File: src/hw/rtl/kwe_pkg.sv
// ----------------------------------------------------------------------------
// kwe_pkg
// shared types and constants for the rolling k-mer window extractor
// ----------------------------------------------------------------------------
package kwe_pkg;

    localparam int BASE_W       = 2;
    localparam int CHAR_W       = 8;
    localparam int PREFIX_OUT_W = 12;
    localparam int SUFFIX_OUT_W = 32;
    localparam int OUT_DATA_W   = 2 * PREFIX_OUT_W + 2 * SUFFIX_OUT_W;

    // ascii codes of the accepted bases
    localparam logic [CHAR_W-1:0] CHAR_A_UP = 8'h41;
    localparam logic [CHAR_W-1:0] CHAR_C_UP = 8'h43;
    localparam logic [CHAR_W-1:0] CHAR_G_UP = 8'h47;
    localparam logic [CHAR_W-1:0] CHAR_T_UP = 8'h54;
    localparam logic [CHAR_W-1:0] CHAR_A_LO = 8'h61;
    localparam logic [CHAR_W-1:0] CHAR_C_LO = 8'h63;
    localparam logic [CHAR_W-1:0] CHAR_G_LO = 8'h67;
    localparam logic [CHAR_W-1:0] CHAR_T_LO = 8'h74;

    localparam logic [BASE_W-1:0] CODE_A = 2'd0;
    localparam logic [BASE_W-1:0] CODE_C = 2'd1;
    localparam logic [BASE_W-1:0] CODE_G = 2'd2;
    localparam logic [BASE_W-1:0] CODE_T = 2'd3;

    typedef struct packed {
        logic              valid;
        logic [BASE_W-1:0] code;
    } kwe_base_t;

endpackage

File: src/hw/rtl/kwe_decode.sv
// ----------------------------------------------------------------------------
// kwe_decode
// maps a raw sequence byte to a 2-bit base code and a valid flag
// ----------------------------------------------------------------------------
module kwe_decode
    import kwe_pkg::*;
(
    input  logic [CHAR_W-1:0] base_char,
    output kwe_base_t         base
);

    always_comb
    begin
        unique case (base_char)
            CHAR_A_UP, CHAR_A_LO: base = '{valid: 1'b1, code: CODE_A};
            CHAR_C_UP, CHAR_C_LO: base = '{valid: 1'b1, code: CODE_C};
            CHAR_G_UP, CHAR_G_LO: base = '{valid: 1'b1, code: CODE_G};
            CHAR_T_UP, CHAR_T_LO: base = '{valid: 1'b1, code: CODE_T};
            default:              base = '{valid: 1'b0, code: CODE_A};
        endcase
    end

endmodule

File: src/hw/rtl/kwe_cell.sv
// ----------------------------------------------------------------------------
// kwe_cell
// one window position: holds a base and takes its neighbour's on a shift
// ----------------------------------------------------------------------------
module kwe_cell
    import kwe_pkg::*;
(
    input  logic              clk,
    input  logic              rst_n,
    input  logic              shift_en,
    input  logic [BASE_W-1:0] base_in,
    output logic [BASE_W-1:0] base_q,
    output logic [BASE_W-1:0] base_d
);

    logic [BASE_W-1:0] base_reg;
    logic [BASE_W-1:0] base_next;

    assign base_next = shift_en ? base_in : base_reg;

    always_ff @(posedge clk or negedge rst_n)
    begin
        if (!rst_n)
        begin
            base_reg <= '0;
        end
        else
        begin
            base_reg <= base_next;
        end
    end

    assign base_q = base_reg;
    assign base_d = base_next;

endmodule

File: src/hw/rtl/kmer_window_extract.sv
// ----------------------------------------------------------------------------
// kmer_window_extract
// rolling 2-bit k-mer windows over a character stream, split into bin
// prefix and suffix for forward and reversed base order
// ----------------------------------------------------------------------------
// channel   dir  tdata fields (low bit up)
// s_axis    in   base_char[7:0]
// m_axis    out  fwd_prefix[11:0] fwd_suffix[43:12] rev_prefix[55:44]
//                rev_suffix[87:56]
//
// one character per cycle; the window update and the result are formed in
// the cycle the transaction is accepted and held in a single output register
// a new character is taken whenever the output register is empty or drained
// in the same cycle, so a stall on m_axis holds s_axis only while a result
// waits; reset clears the cell chain, the fill count and the output valid
// the reverse window is the cell chain read in reversed base order
// ----------------------------------------------------------------------------
module kmer_window_extract
    import kwe_pkg::*;
#(
    parameter int KMER_BASES   = 22,
    parameter int PREFIX_BASES = 6
)
(
    input  logic                  clk,
    input  logic                  rst_n,
    input  logic                  s_axis_tvalid,
    output logic                  s_axis_tready,
    input  logic [CHAR_W-1:0]     s_axis_tdata,   // base_char
    output logic                  m_axis_tvalid,
    input  logic                  m_axis_tready,
    output logic [OUT_DATA_W-1:0] m_axis_tdata    // fwd_prefix, fwd_suffix,
                                                  // rev_prefix, rev_suffix
);

    localparam int WIN_BITS = BASE_W * KMER_BASES;
    localparam int PRE_BITS = BASE_W * PREFIX_BASES;
    localparam int SUF_BITS = WIN_BITS - PRE_BITS;
    localparam int CNT_W    = $clog2(KMER_BASES + 1);
    localparam logic [CNT_W-1:0] FULL_CNT = CNT_W'(KMER_BASES);
    localparam logic [CNT_W-1:0] LAST_CNT = CNT_W'(KMER_BASES - 1);

    kwe_base_t base;
    logic      in_accept;
    logic      result;

    logic [WIN_BITS-1:0] fwd_q;
    logic [WIN_BITS-1:0] fwd_d;
    logic [WIN_BITS-1:0] rev_d;

    logic [CNT_W-1:0] fill_cnt_reg;
    logic [CNT_W-1:0] fill_cnt_next;

    logic                  out_valid_reg;
    logic                  out_valid_next;
    logic [OUT_DATA_W-1:0] out_data_reg;
    logic [OUT_DATA_W-1:0] out_data_next;

    kwe_decode u_decode
    (
        .base_char (s_axis_tdata),
        .base      (base)
    );

    assign s_axis_tready = !out_valid_reg || m_axis_tready;
    assign in_accept     = s_axis_tvalid && s_axis_tready;

    // newest base enters cell 0 and moves up one cell per valid base
    genvar j;
    generate
        for (j = 0; j < KMER_BASES; j++)
        begin : g_cell
            logic [BASE_W-1:0] link_in;
            if (j == 0)
            begin : g_head
                assign link_in = base.code;
            end
            else
            begin : g_body
                assign link_in = fwd_q[BASE_W*(j-1) +: BASE_W];
            end

            kwe_cell u_cell
            (
                .clk      (clk),
                .rst_n    (rst_n),
                .shift_en (in_accept && base.valid),
                .base_in  (link_in),
                .base_q   (fwd_q[BASE_W*j +: BASE_W]),
                .base_d   (fwd_d[BASE_W*j +: BASE_W])
            );

            assign rev_d[BASE_W*(KMER_BASES-1-j) +: BASE_W] = fwd_d[BASE_W*j +: BASE_W];
        end
    endgenerate

    // fill count of the current run, saturating once the window is full
    always_comb
    begin
        fill_cnt_next = fill_cnt_reg;
        if (in_accept)
        begin
            if (!base.valid)
            begin
                fill_cnt_next = '0;
            end
            else if (fill_cnt_reg != FULL_CNT)
            begin
                fill_cnt_next = fill_cnt_reg + 1'b1;
            end
        end
    end

    assign result = in_accept && base.valid
                    && (fill_cnt_reg == FULL_CNT || fill_cnt_reg == LAST_CNT);

    // zero-extend before trimming so narrow or wide parts both fit the fields
    logic [PRE_BITS+PREFIX_OUT_W-1:0] fwd_pre_ext;
    logic [SUF_BITS+SUFFIX_OUT_W-1:0] fwd_suf_ext;
    logic [PRE_BITS+PREFIX_OUT_W-1:0] rev_pre_ext;
    logic [SUF_BITS+SUFFIX_OUT_W-1:0] rev_suf_ext;

    assign fwd_pre_ext = {{PREFIX_OUT_W{1'b0}}, fwd_d[WIN_BITS-1:SUF_BITS]};
    assign fwd_suf_ext = {{SUFFIX_OUT_W{1'b0}}, fwd_d[SUF_BITS-1:0]};
    assign rev_pre_ext = {{PREFIX_OUT_W{1'b0}}, rev_d[PRE_BITS-1:0]};
    assign rev_suf_ext = {{SUFFIX_OUT_W{1'b0}}, rev_d[WIN_BITS-1:PRE_BITS]};

    always_comb
    begin
        out_valid_next = out_valid_reg;
        out_data_next  = out_data_reg;
        if (m_axis_tready)
        begin
            out_valid_next = 1'b0;
        end
        if (result)
        begin
            out_valid_next = 1'b1;
            out_data_next  = {rev_suf_ext[SUFFIX_OUT_W-1:0], rev_pre_ext[PREFIX_OUT_W-1:0],
                              fwd_suf_ext[SUFFIX_OUT_W-1:0], fwd_pre_ext[PREFIX_OUT_W-1:0]};
        end
    end

    always_ff @(posedge clk or negedge rst_n)
    begin
        if (!rst_n)
        begin
            fill_cnt_reg  <= '0;
            out_valid_reg <= 1'b0;
        end
        else
        begin
            fill_cnt_reg  <= fill_cnt_next;
            out_valid_reg <= out_valid_next;
        end
    end

    always_ff @(posedge clk)
    begin
        out_data_reg <= out_data_next;
    end

    assign m_axis_tvalid = out_valid_reg;
    assign m_axis_tdata  = out_data_reg;

    // a non-base character always restarts the run
    a_break_clears: assert property (@(posedge clk) disable iff (!rst_n)
        (in_accept && !base.valid) |=> (fill_cnt_reg == '0))
        else $error("fill count not cleared after a non-base transaction");

    a_cnt_bound: assert property (@(posedge clk) disable iff (!rst_n)
        fill_cnt_reg <= FULL_CNT)
        else $error("fill count beyond window length");

    a_full_gives_result: assert property (@(posedge clk) disable iff (!rst_n)
        (in_accept && base.valid && fill_cnt_reg == LAST_CNT) |=> out_valid_reg)
        else $error("no result when the window filled");

    a_result_has_cause: assert property (@(posedge clk) disable iff (!rst_n)
        $rose(out_valid_reg) |-> $past(in_accept && base.valid))
        else $error("result appeared without an accepted base");

    a_no_result_short_run: assert property (@(posedge clk) disable iff (!rst_n)
        (in_accept && (!base.valid || (fill_cnt_reg != FULL_CNT && fill_cnt_reg != LAST_CNT))
         && m_axis_tready) |=> !out_valid_reg)
        else $error("result issued before the window was full");

endmodule
File: config.mk
export PLATFORM = sky130hd
export DESIGN_NAME = kmer_window_extract
export DESIGN_NICKNAME = d
export VERILOG_FILES = /design/src/hw/rtl/kwe_pkg.sv /design/src/hw/rtl/kwe_decode.sv /design/src/hw/rtl/kwe_cell.sv /design/src/hw/rtl/kmer_window_extract.sv
export SDC_FILE = /design/constraint.sdc
export NUM_CORES = 1
export LEC_CHECK = 0
export BUFFER_PORTS_ARGS = -buffer_cell sky130_fd_sc_hd__buf_2
export CORE_MARGIN = 4
export CORE_UTILIZATION = 53
export DETAILED_ROUTE_END_ITERATION = 8
export PLACE_DENSITY = 0.8
export RECOVER_POWER = 100
export SETUP_SLACK_MARGIN = 0.4
export SLEW_MARGIN = 20
export SYNTH_ARGS = -nofsm -noshare
export SYNTH_HDL_FRONTEND = slang
export SYNTH_SLANG_ARGS = --single-unit
File: constraint.sdc
create_clock -name clk -period 4.75 [get_ports clk]
set_input_delay 0.475 -clock clk [delete_from_list [all_inputs] [get_ports clk]]
set_output_delay 0.475 -clock clk [all_outputs]
set_load 0.02 [all_outputs]
== Yosys cells after proc, flatten, opt, wreduce, memory -nomap -nowiden ==
Index checks and enable logic that the tools add are counted.

* Add/subtract/negate cells: 1
* Equality and inequality tests: 12
* Mux-type cells: 27
* Reduce and logical (&&, ||, !) cells: 12

{| class="wikitable"
|+ Operators by type and width
! cell !! number
|-
| $eq 8x7->1 const B || 8
|-
| $mux 2 || 22
|-
| $pmux 3 s4 || 1
|-
| $eq 5x5->1 const B || 2
|-
| $mux 5 || 2
|-
| $reduce_or 2->1 || 4
|-
| $add 5x1->5 const B || 1
|-
| $ne 5x5->1 const B || 1
|-
| $logic_and 1x1->1 || 3
|-
| $logic_or 1x1->1 || 2
|-
| $mux 1 || 2
|-
| $ne 2x1->1 const B || 1
|-
| $reduce_and 2->1 || 1
|-
| $reduce_bool 2->1 || 1
|-
| $logic_not 1->1 || 1
|}

* Register bits: 138
* Bits of input ports: 12
* Output and inout bits: 90
* Logic and storage cells: 77

== Logic depth before layout (Yosys ltp) ==
Gate-level depths: netlist (run 1).

* Depth in word-level cells: 6
* Depth in mapped cells: 6

== Cells and area by module ==
From an unflattened synthesis (run 1), not the netlist that was laid out.

* Cells, all modules: 231
* Area, all modules: 3722.3 µm²

{| class="wikitable"
|+ Modules (own cells, without submodules)
! module !! times used !! cells each !! area each (µm²)
|-
| kmer_window_extract || 1 || 130 || 2039.5
|-
| kwe_cell || 22 || 4 || 72.6
|-
| kwe_decode || 1 || 13 || 86.3
|}

== Worst setup path before layout (run 1) ==
OpenSTA, ideal clock, no wires.

* Kind: input to register
* From: input m_axis_tready
* To: register out_data_reg[13] (netlist: m_axis_tdata[13]) (enable)
* Data arrival time: 3.214 ns
* Required time: 4.305 ns
* Slack: 1.090 ns
* Stages on the path: 6
* Cells stage by stage: nand2b_1 and3_1 buf_6 nand2_8 buf_8 nor2_1

* Longest elaborated chain between the ends: 4

{| class="wikitable"
|+ Ends and longest elaborated chain
! item !! RTL line !! RTL
|-
| start: declaration || kmer_window_extract.sv:31 || <nowiki>input logic m_axis_tready,</nowiki>
|-
| $logic_or 1x1->1 || kmer_window_extract.sv:65 || <nowiki>assign s_axis_tready = !out_valid_reg || m_axis_tready;</nowiki>
|-
| $logic_and 1x1->1 || kmer_window_extract.sv:66 || <nowiki>assign in_accept = s_axis_tvalid && s_axis_tready;</nowiki>
|-
| $logic_and 1x1->1 || kmer_window_extract.sv:114 || <nowiki>assign result = in_accept && base.valid</nowiki>
|-
| $logic_and 1x1->1 || kmer_window_extract.sv:115 || <nowiki>&& (fill_cnt_reg == FULL_CNT || fill_cnt_reg == LAST_CNT);</nowiki>
|-
| end signal: assignment || kmer_window_extract.sv:160 || <nowiki>out_data_reg <= out_data_next;</nowiki>
|-
| end: declaration || kmer_window_extract.sv:56 || <nowiki>logic [OUT_DATA_W-1:0] out_data_reg;</nowiki>
|}

Every way passes these cells.
A chain may end at the register's enable or synchronous reset.

== Worst setup path in the final report (run 1) ==
* From: register out_valid_reg (netlist: m_axis_tvalid)
* To: register out_data_reg[56] (netlist: m_axis_tdata[56]) (enable)

* Longest elaborated chain between the ends: 5

{| class="wikitable"
|+ Ends and longest elaborated chain
! item !! RTL line !! RTL
|-
| start: declaration || kmer_window_extract.sv:54 || <nowiki>logic out_valid_reg;</nowiki>
|-
| start signal: assignment || kmer_window_extract.sv:154 || <nowiki>out_valid_reg <= out_valid_next;</nowiki>
|-
| $logic_not 1->1 || kmer_window_extract.sv:65 ||
|-
| $logic_or 1x1->1 || kmer_window_extract.sv:65 ||
|-
| $logic_and 1x1->1 || kmer_window_extract.sv:66 ||
|-
| $logic_and 1x1->1 || kmer_window_extract.sv:114 ||
|-
| $logic_and 1x1->1 || kmer_window_extract.sv:115 ||
|}

Every way passes these cells.

==> results of run 1 <==
[cells by family after synthesis]
| group | count (synthesis) |
|---|---|
| AOI/OAI and AO/OA | 17 |
| adders and majority gates | 3 |
| buffers and inverters | 53 |
| DFF | 94 |
| muxes | 43 |
| and+or+nand+nor | 26 |
[cell usage after synthesis (2+ instances only)]
| library cell | instances |
|---|---|
| buf_12 | 2 |
| buf_4 | 44 |
| nand2_1 | 2 |
| inv_1 | 4 |
| dfrtp_1 | 50 |
| and3_1 | 2 |
| mux2_2 | 6 |
| a31oi_1 | 5 |
| nor2_1 | 4 |
| nand3_1 | 7 |
| mux2_4 | 36 |
| edfxtp_1 | 44 |
| buf_6 | 2 |
| ha_1 | 3 |
| and2b_1 | 2 |
| nand2b_1 | 2 |
[power by group]
part | switching (uW) | internal (uW)
combinational | 23.4 | 13.9
clock | 260 | 220
sequential | 5.21 | 857
total | 289 | 1090
[critical path: stages, from the launching register on]
cell and delay (ps):
dfrtp_1 400, nand2b_1 190, and3_1 440, nand2_8 260, nor2_4 740, clkbuf_1 700
[how the worst max path moves through the flow]
stage	start	endpoint	slack, ps	depth (start not counted)
floorplan	m_axis_tready	m_axis_tdata[13]	1090	6
global placement	s_axis_tdata[3]	m_axis_tdata[70]	1700	6
detailed placement	s_axis_tdata[3]	m_axis_tdata[72]	1640	6
CTS	m_axis_tvalid	m_axis_tdata[62]	1950	5
global route	m_axis_tvalid	m_axis_tdata[66]	1360	5
finish	m_axis_tvalid	m_axis_tdata[56]	1650	5
[layer usage]
layer | GRT usage [%] | wire length, um
met1 | 19.0 | 2600
met2 | 22.5 | 2960
met3 | 3.51 | 363
met4 | 7.58 | 148
met5 | 0 | 0
[placed cells by master, fill, tap and decap left out, types with 3 or more instances in the layout]
cell | netlist | layout
clkbuf_1 | 0 | 93
dfrtp_1 | 50 | 50
edfxtp_1 | 44 | 44
mux2_1 | 0 | 42
clkbuf_8 | 0 | 11
buf_2 | 0 | 9
nand3_1 | 7 | 7
a31oi_1 | 5 | 5
inv_1 | 4 | 4
nor2_1 | 4 | 3
ha_1 | 3 | 3
clkinvlp_4 | 0 | 3
[area by class of cell]
| type | count | area, um2 | area share [%] |
|---|---|---|---|
| clock inverters | 4 | 31.3 | 0.759 |
| multi-input cells | 89 | 833 | 20.2 |
| clock buffers | 12 | 155 | 3.76 |
| well taps | 99 | 124 | 3.01 |
| repair buffers | 101 | 390 | 9.47 |
| flip-flops and latches | 94 | 2570 | 62.4 |
| inverters | 4 | 15.0 | 0.364 |
[through the flow]
step	instances	area (um2)	power [uW]	utilization, %	hold WS (ps)
final	403	4120	1380	56.8	450
after global placement	387	4190	924	57.8	475
after detailed placement	387	4190	925	57.8	481
after CTS	403	4380	1400	60.3	355
after floorplan	236	3960	907	-	179
after global routing	403	4120	1440	56.8	461
==> impl_metrics.json, run 1 <==
{
  "outcome": "complete, but fails checks",
  "violations": "capacitance limit, slew limit",
  "synth_adder_area_share_pct": 0.948,
  "first_pass_iters": 4,
  "vdd_ir_drop_max_uv": 153,
  "cts_tree": "built",
  "hold_path_end": "fill_cnt_reg[2]",
  "antenna_cells": 0,
  "grt_max_degree": 51,
  "io_buffers": 100,
  "clockBufferDepth": 2,
  "setup_viol": 0,
  "critPathRequiredTime_ps": 4740,
  "path_class": "flip-flop to flip-flop",
  "yosys_most_used_dff": "dfrtp_1",
  "tns_ps": 0,
  "grt.overflow.total": 0,
  "synth_compound_area_share_pct": 3.26,
  "reg2regPathDepth": 5,
  "post_synth_instance_area_um2": 3960,
  "synth-simple-area-share_pct": 4.52,
  "wirelength_um": 6070,
  "drive_gt1_share_pct": 9.87,
  "fin_skew_ps": 9.11,
  "syn_area_per_cell_um2": 16.8,
  "p_leak_uw": 0.00179,
  "pin_count": 102,
  "clk_latency_ps": 350,
  "synth_cell_types": 37,
  "p_per_area_nw_per_um2": 335,
  "antenna_found_initial": 0,
  "fin_nets": 314,
  "row_count": 31,
  "dpl_worst_slack_ps": 1640,
  "drt_iter0_drc": 66,
  "n_fill_cell": 661,
  "worst_pin_slew_ps": 2590,
  "area_delta_synth_final_pct": 4.11,
  "synth_top_area_share_pct": 33.4,
  "min_path_cells": 3,
  "h-tree-depth": 3,
  "cts_buffers": 9,
  "fp.dieH_um": 94.4,
  "maxCapViolations": 1,
  "min_path_type": "primary input to flip-flop",
  "hold_violations": 0,
  "synth-seq-cells": 94,
  "synth_nets": 251,
  "grt_pass1_wl_um": 9680,
  "initial_utilization_pct": 54.6,
  "synth_cells": 236,
  "max_freq_ghz": 0.322,
  "routabilityCongestion": 0.759,
  "slew_headroom_pct": -72.8,
  "vias": 1989,
  "fin_crit_sh_pct": 65.3,
  "cp-start-kind": "flip-flop",
  "die_w_um": 94.4,
  "clkTransAtPathRegs_ps": 90,
  "vias_per_cell": 4.94,
  "core_um2": 7250,
  "ys_warn_count": 0,
  "crit_fanout": 35,
  "wl_per_cell_um": 15.1,
  "muxShareOfSynthArea_pct": 15.6,
  "hp-start": "s_axis_tvalid",
  "cts_root_buf": "clkbuf_8",
  "synth-async-reset-ratio_pct": 53.2,
  "worst-r2r-setup-slack_ps": 1650,
  "crit_arrival_ps": 3090,
  "synth_edf_count": 44,
  "synthXorXnorAreaFrac_pct": 0,
  "die-area_um2": 8920,
  "synth_area_leader_cell": "edfxtp_1",
  "cp-end-kind": "flip-flop",
  "seq_area_frac_synth_pct": 65.0,
  "ctsResizeCount": 0,
  "grt_pass1_vias": 1895,
  "track_usage_pct": 14.5,
  "post-cts-setup-buffers": 0,
  "fin_ws_ps": 1650,
  "post-route-min-period_ps": 3100,
  "synth_area_leaders": "edfxtp_1 (33%), dfrtp_1 (32%), mux2_4 (14%), buf_4 (8.3%), mux2_2 (1.7%)",
  "r2r-start": "m_axis_tvalid",
  "place_hpwl_um": 4120,
  "ctsHoldBuffers": 0,
  "drc": 0,
  "synth_top_family_by_area": "multiplexers",
  "drv_slew": 51,
  "final_antenna_net_count": 0,
  "rr_endpoint": "m_axis_tdata[56]",
  "rsz0062_at_grt": "false",
  "cts_sinks": 94
}
No activity file was read; power rests on OpenSTA's default activity.
==> run 2: changes to the inputs <==
==> constraint.sdc (replaced) <==
create_clock -name clk -period 2.9 [get_ports clk]
set_input_delay 0.29 -clock clk [delete_from_list [all_inputs] [get_ports clk]]
set_output_delay 0.29 -clock clk [all_outputs]
set_load 0.02 [all_outputs]
==> run 2 against run 1 <==
The flow now finishes without violations. Sequential share of layout area decreased by 0.17 points. Hold slack got worse by 190 ps. Critical path depth is the same. Clock skew grew 2.9 ps. Critical endpoint is now m_axis_tdata[69]. Largest cell class unchanged.
==> impl_metrics.json, run 2 (synthesis gave the netlist of run 1 again) <==
{
  "outcome": "finished, final reports clean",
  "place_hpwl_um": 4170,
  "vias_per_cell": 4.80,
  "cts_tree": "built",
  "max_stage_delay_ps": 450,
  "fin_skew_ps": 12.0,
  "first_pass_iters": 4,
  "final_cell_mix": "clkbuf_1 (91), dfrtp_1 (50), edfxtp_1 (44)",
  "maxCapViolations": 0,
  "crit_end": "m_axis_tdata[69]",
  "critPathRequiredTime_ps": 2890,
  "cts_sinks": 94,
  "min_path_type": "primary input to flip-flop",
  "p_per_area_nw_per_um2": 541,
  "finalNonFillerCells": 405,
  "die_w_um": 94.4,
  "final_antenna_net_count": 0,
  "worst-r2r-setup-slack_ps": 610,
  "post-route-min-period_ps": 2290,
  "path_class": "flip-flop to flip-flop",
  "worst_pin_slew_ps": 1210,
  "crit_path_top_delay_cell": "and3_1",
  "cp-end-kind": "flip-flop",
  "startpoint": "m_axis_tvalid",
  "path_delay_family": "simple AND/OR/NAND/NOR gates",
  "rr_endpoint": "m_axis_tdata[69]",
  "crit_arrival_ps": 2270,
  "clk_latency_ps": 340,
  "vias": 1946,
  "final_common_cell": "clkbuf_1",
  "ctsResizeCount": 0,
  "max_freq_ghz": 0.437,
  "setup_viol": 0,
  "antenna_found_initial": 0,
  "cp-start-kind": "flip-flop",
  "track_usage_pct": 13.9,
  "dpl.cell_count": 389,
  "vdd_ir_drop_max_uv": 226,
  "rsz0062_at_grt": "false",
  "power_frac_comb_pct": 2.8,
  "fp.dieH_um": 94.4,
  "drt_iter0_drc": 60,
  "grt.overflow.total": 0,
  "p_seq_share_pct": 63.2,
  "p_leak_uw": 0.00181,
  "grt_pass1_wl_um": 9470,
  "slew_headroom_pct": 19.5,
  "drive_gt1_share_pct": 11.4,
  "netSwitchingPower_uw": 454,
  "io_buffers": 100,
  "grt_pass1_vias": 1933,
  "initial_utilization_pct": 54.6,
  "path_depth": 5,
  "clkTransAtPathRegs_ps": 80,
  "post-cts-setup-buffers": 0,
  "fin_crit_sh_pct": 78.9,
  "fin_nets": 317,
  "crit_fanout": 16,
  "drv_slew": 0,
  "die-area_um2": 8920,
  "h-tree-depth": 3,
  "area_delta_synth_final_pct": 4.39,
  "intPower_uw": 1780,
  "tns_ps": 0,
  "pwr-share-clk_pct": 34.0,
  "cts_root_buf": "clkbuf_8",
  "pin_count": 102,
  "n_fill_cell": 642,
  "wirelength_um": 5990,
  "grt_max_degree": 51,
  "cts_buffers": 9,
  "r2r-start": "m_axis_tvalid",
  "routabilityCongestion": 0.738,
  "reg2regPathDepth": 5,
  "core_um2": 7250,
  "wl_per_cell_um": 14.8,
  "cp_cell_sequence": "nand2b_1 -> and3_1 -> nand2_8 -> nor2_1 -> clkbuf_2",
  "switching_share_pct": 20.3,
  "antenna_cells": 0,
  "cp_num_buf_inv": 1,
  "row_count": 31,
  "clockBufferDepth": 2,
  "drc": 0,
  "hold_violations": 0
}
[run 2: changes by cell type in the layout (fill, tap and decap cells not counted), moves of 2 or more]
cell,delta
mux2_1,-2
clkbuf_1,-2
clkbuf_2,+2
mux2_2,+2
buf_4,+2
[run 2: timing repair]
action | in CTS | in global routing
setup endpoints to repair | 0 | 0
hold endpoints to repair | 0 | 6
hold buffers | 0 | 1
[run 2: per-stage QoR]
| stage | util (%) | hold slack (ps) | area [um2] | worst slack [ps] | power, uW |
|---|---|---|---|---|---|
| after floorplan | - | -5.59 | 3970 | 505 | 1490 |
| after global placement | 58.0 | 476 | 4210 | 670 | 1510 |
| after detailed placement | 58.0 | 478 | 4210 | 642 | 1520 |
| after CTS | 60.4 | 182 | 4380 | 732 | 2270 |
| after global routing | 57.0 | 291 | 4130 | 395 | 2330 |
| final | 57.0 | 264 | 4130 | 612 | 2230 |
[run 2: worst reg2reg max path, stage by stage (launching register included)]
cell and delay [ps]:
dfrtp_1 400, nand2b_1 190, and3_1 450, nand2_8 120
nor2_1 320, clkbuf_2 450
[run 2: worst min path at each step]
stage	from	endpoint	slack [ps]	cells after the start
3_3_place_gp	g_cell[21].u_cell.base_q[0]	g_cell[21].u_cell.base_q[0]	480	1
3_5_place_dp	g_cell[21].u_cell.base_q[1]	g_cell[21].u_cell.base_q[1]	480	1
6_report	s_axis_tvalid	fill_cnt_reg[2]	260	3
2_1_floorplan	rst_n	fill_cnt_reg[0]	-6	0
4_1_cts	rst_n	g_cell[3].u_cell.base_q[1]	180	1
5_1_grt	s_axis_tvalid	fill_cnt_reg[2]	290	3
[run 2: area by class of cell]
class	instances	area, um2	area share [%]
inverter	4	15.0	0.363
clock buffer	12	155	3.75
multi-input combinational	89	828	20.0
tap	99	124	3.00
sequential	94	2570	62.2
timing repair buffer	104	418	10.1
clock inverter	3	20.0	0.484
[run 2: layer usage]
layer,up-vias,global-route usage (%),part of all wire [%]
met2,68,22.7,48
met3,7,2.47,6.8
li1,932,-,-
met5,-,0,0
met1,939,18.1,44
met4,0,6.62,1.5
[run 2: power by group through the flow]
| stage | Clock [uW] | Sequential (uW) | Combinational, uW |
|---|---|---|---|
| floorplan | 0 | 1440 | 47.4 |
| global placement | 0 | 1440 | 72.0 |
| detailed placement | 0 | 1440 | 75.4 |
| CTS | 782 | 1410 | 75.3 |
| global route | 840 | 1410 | 72.3 |
| finish | 759 | 1410 | 63.4 |
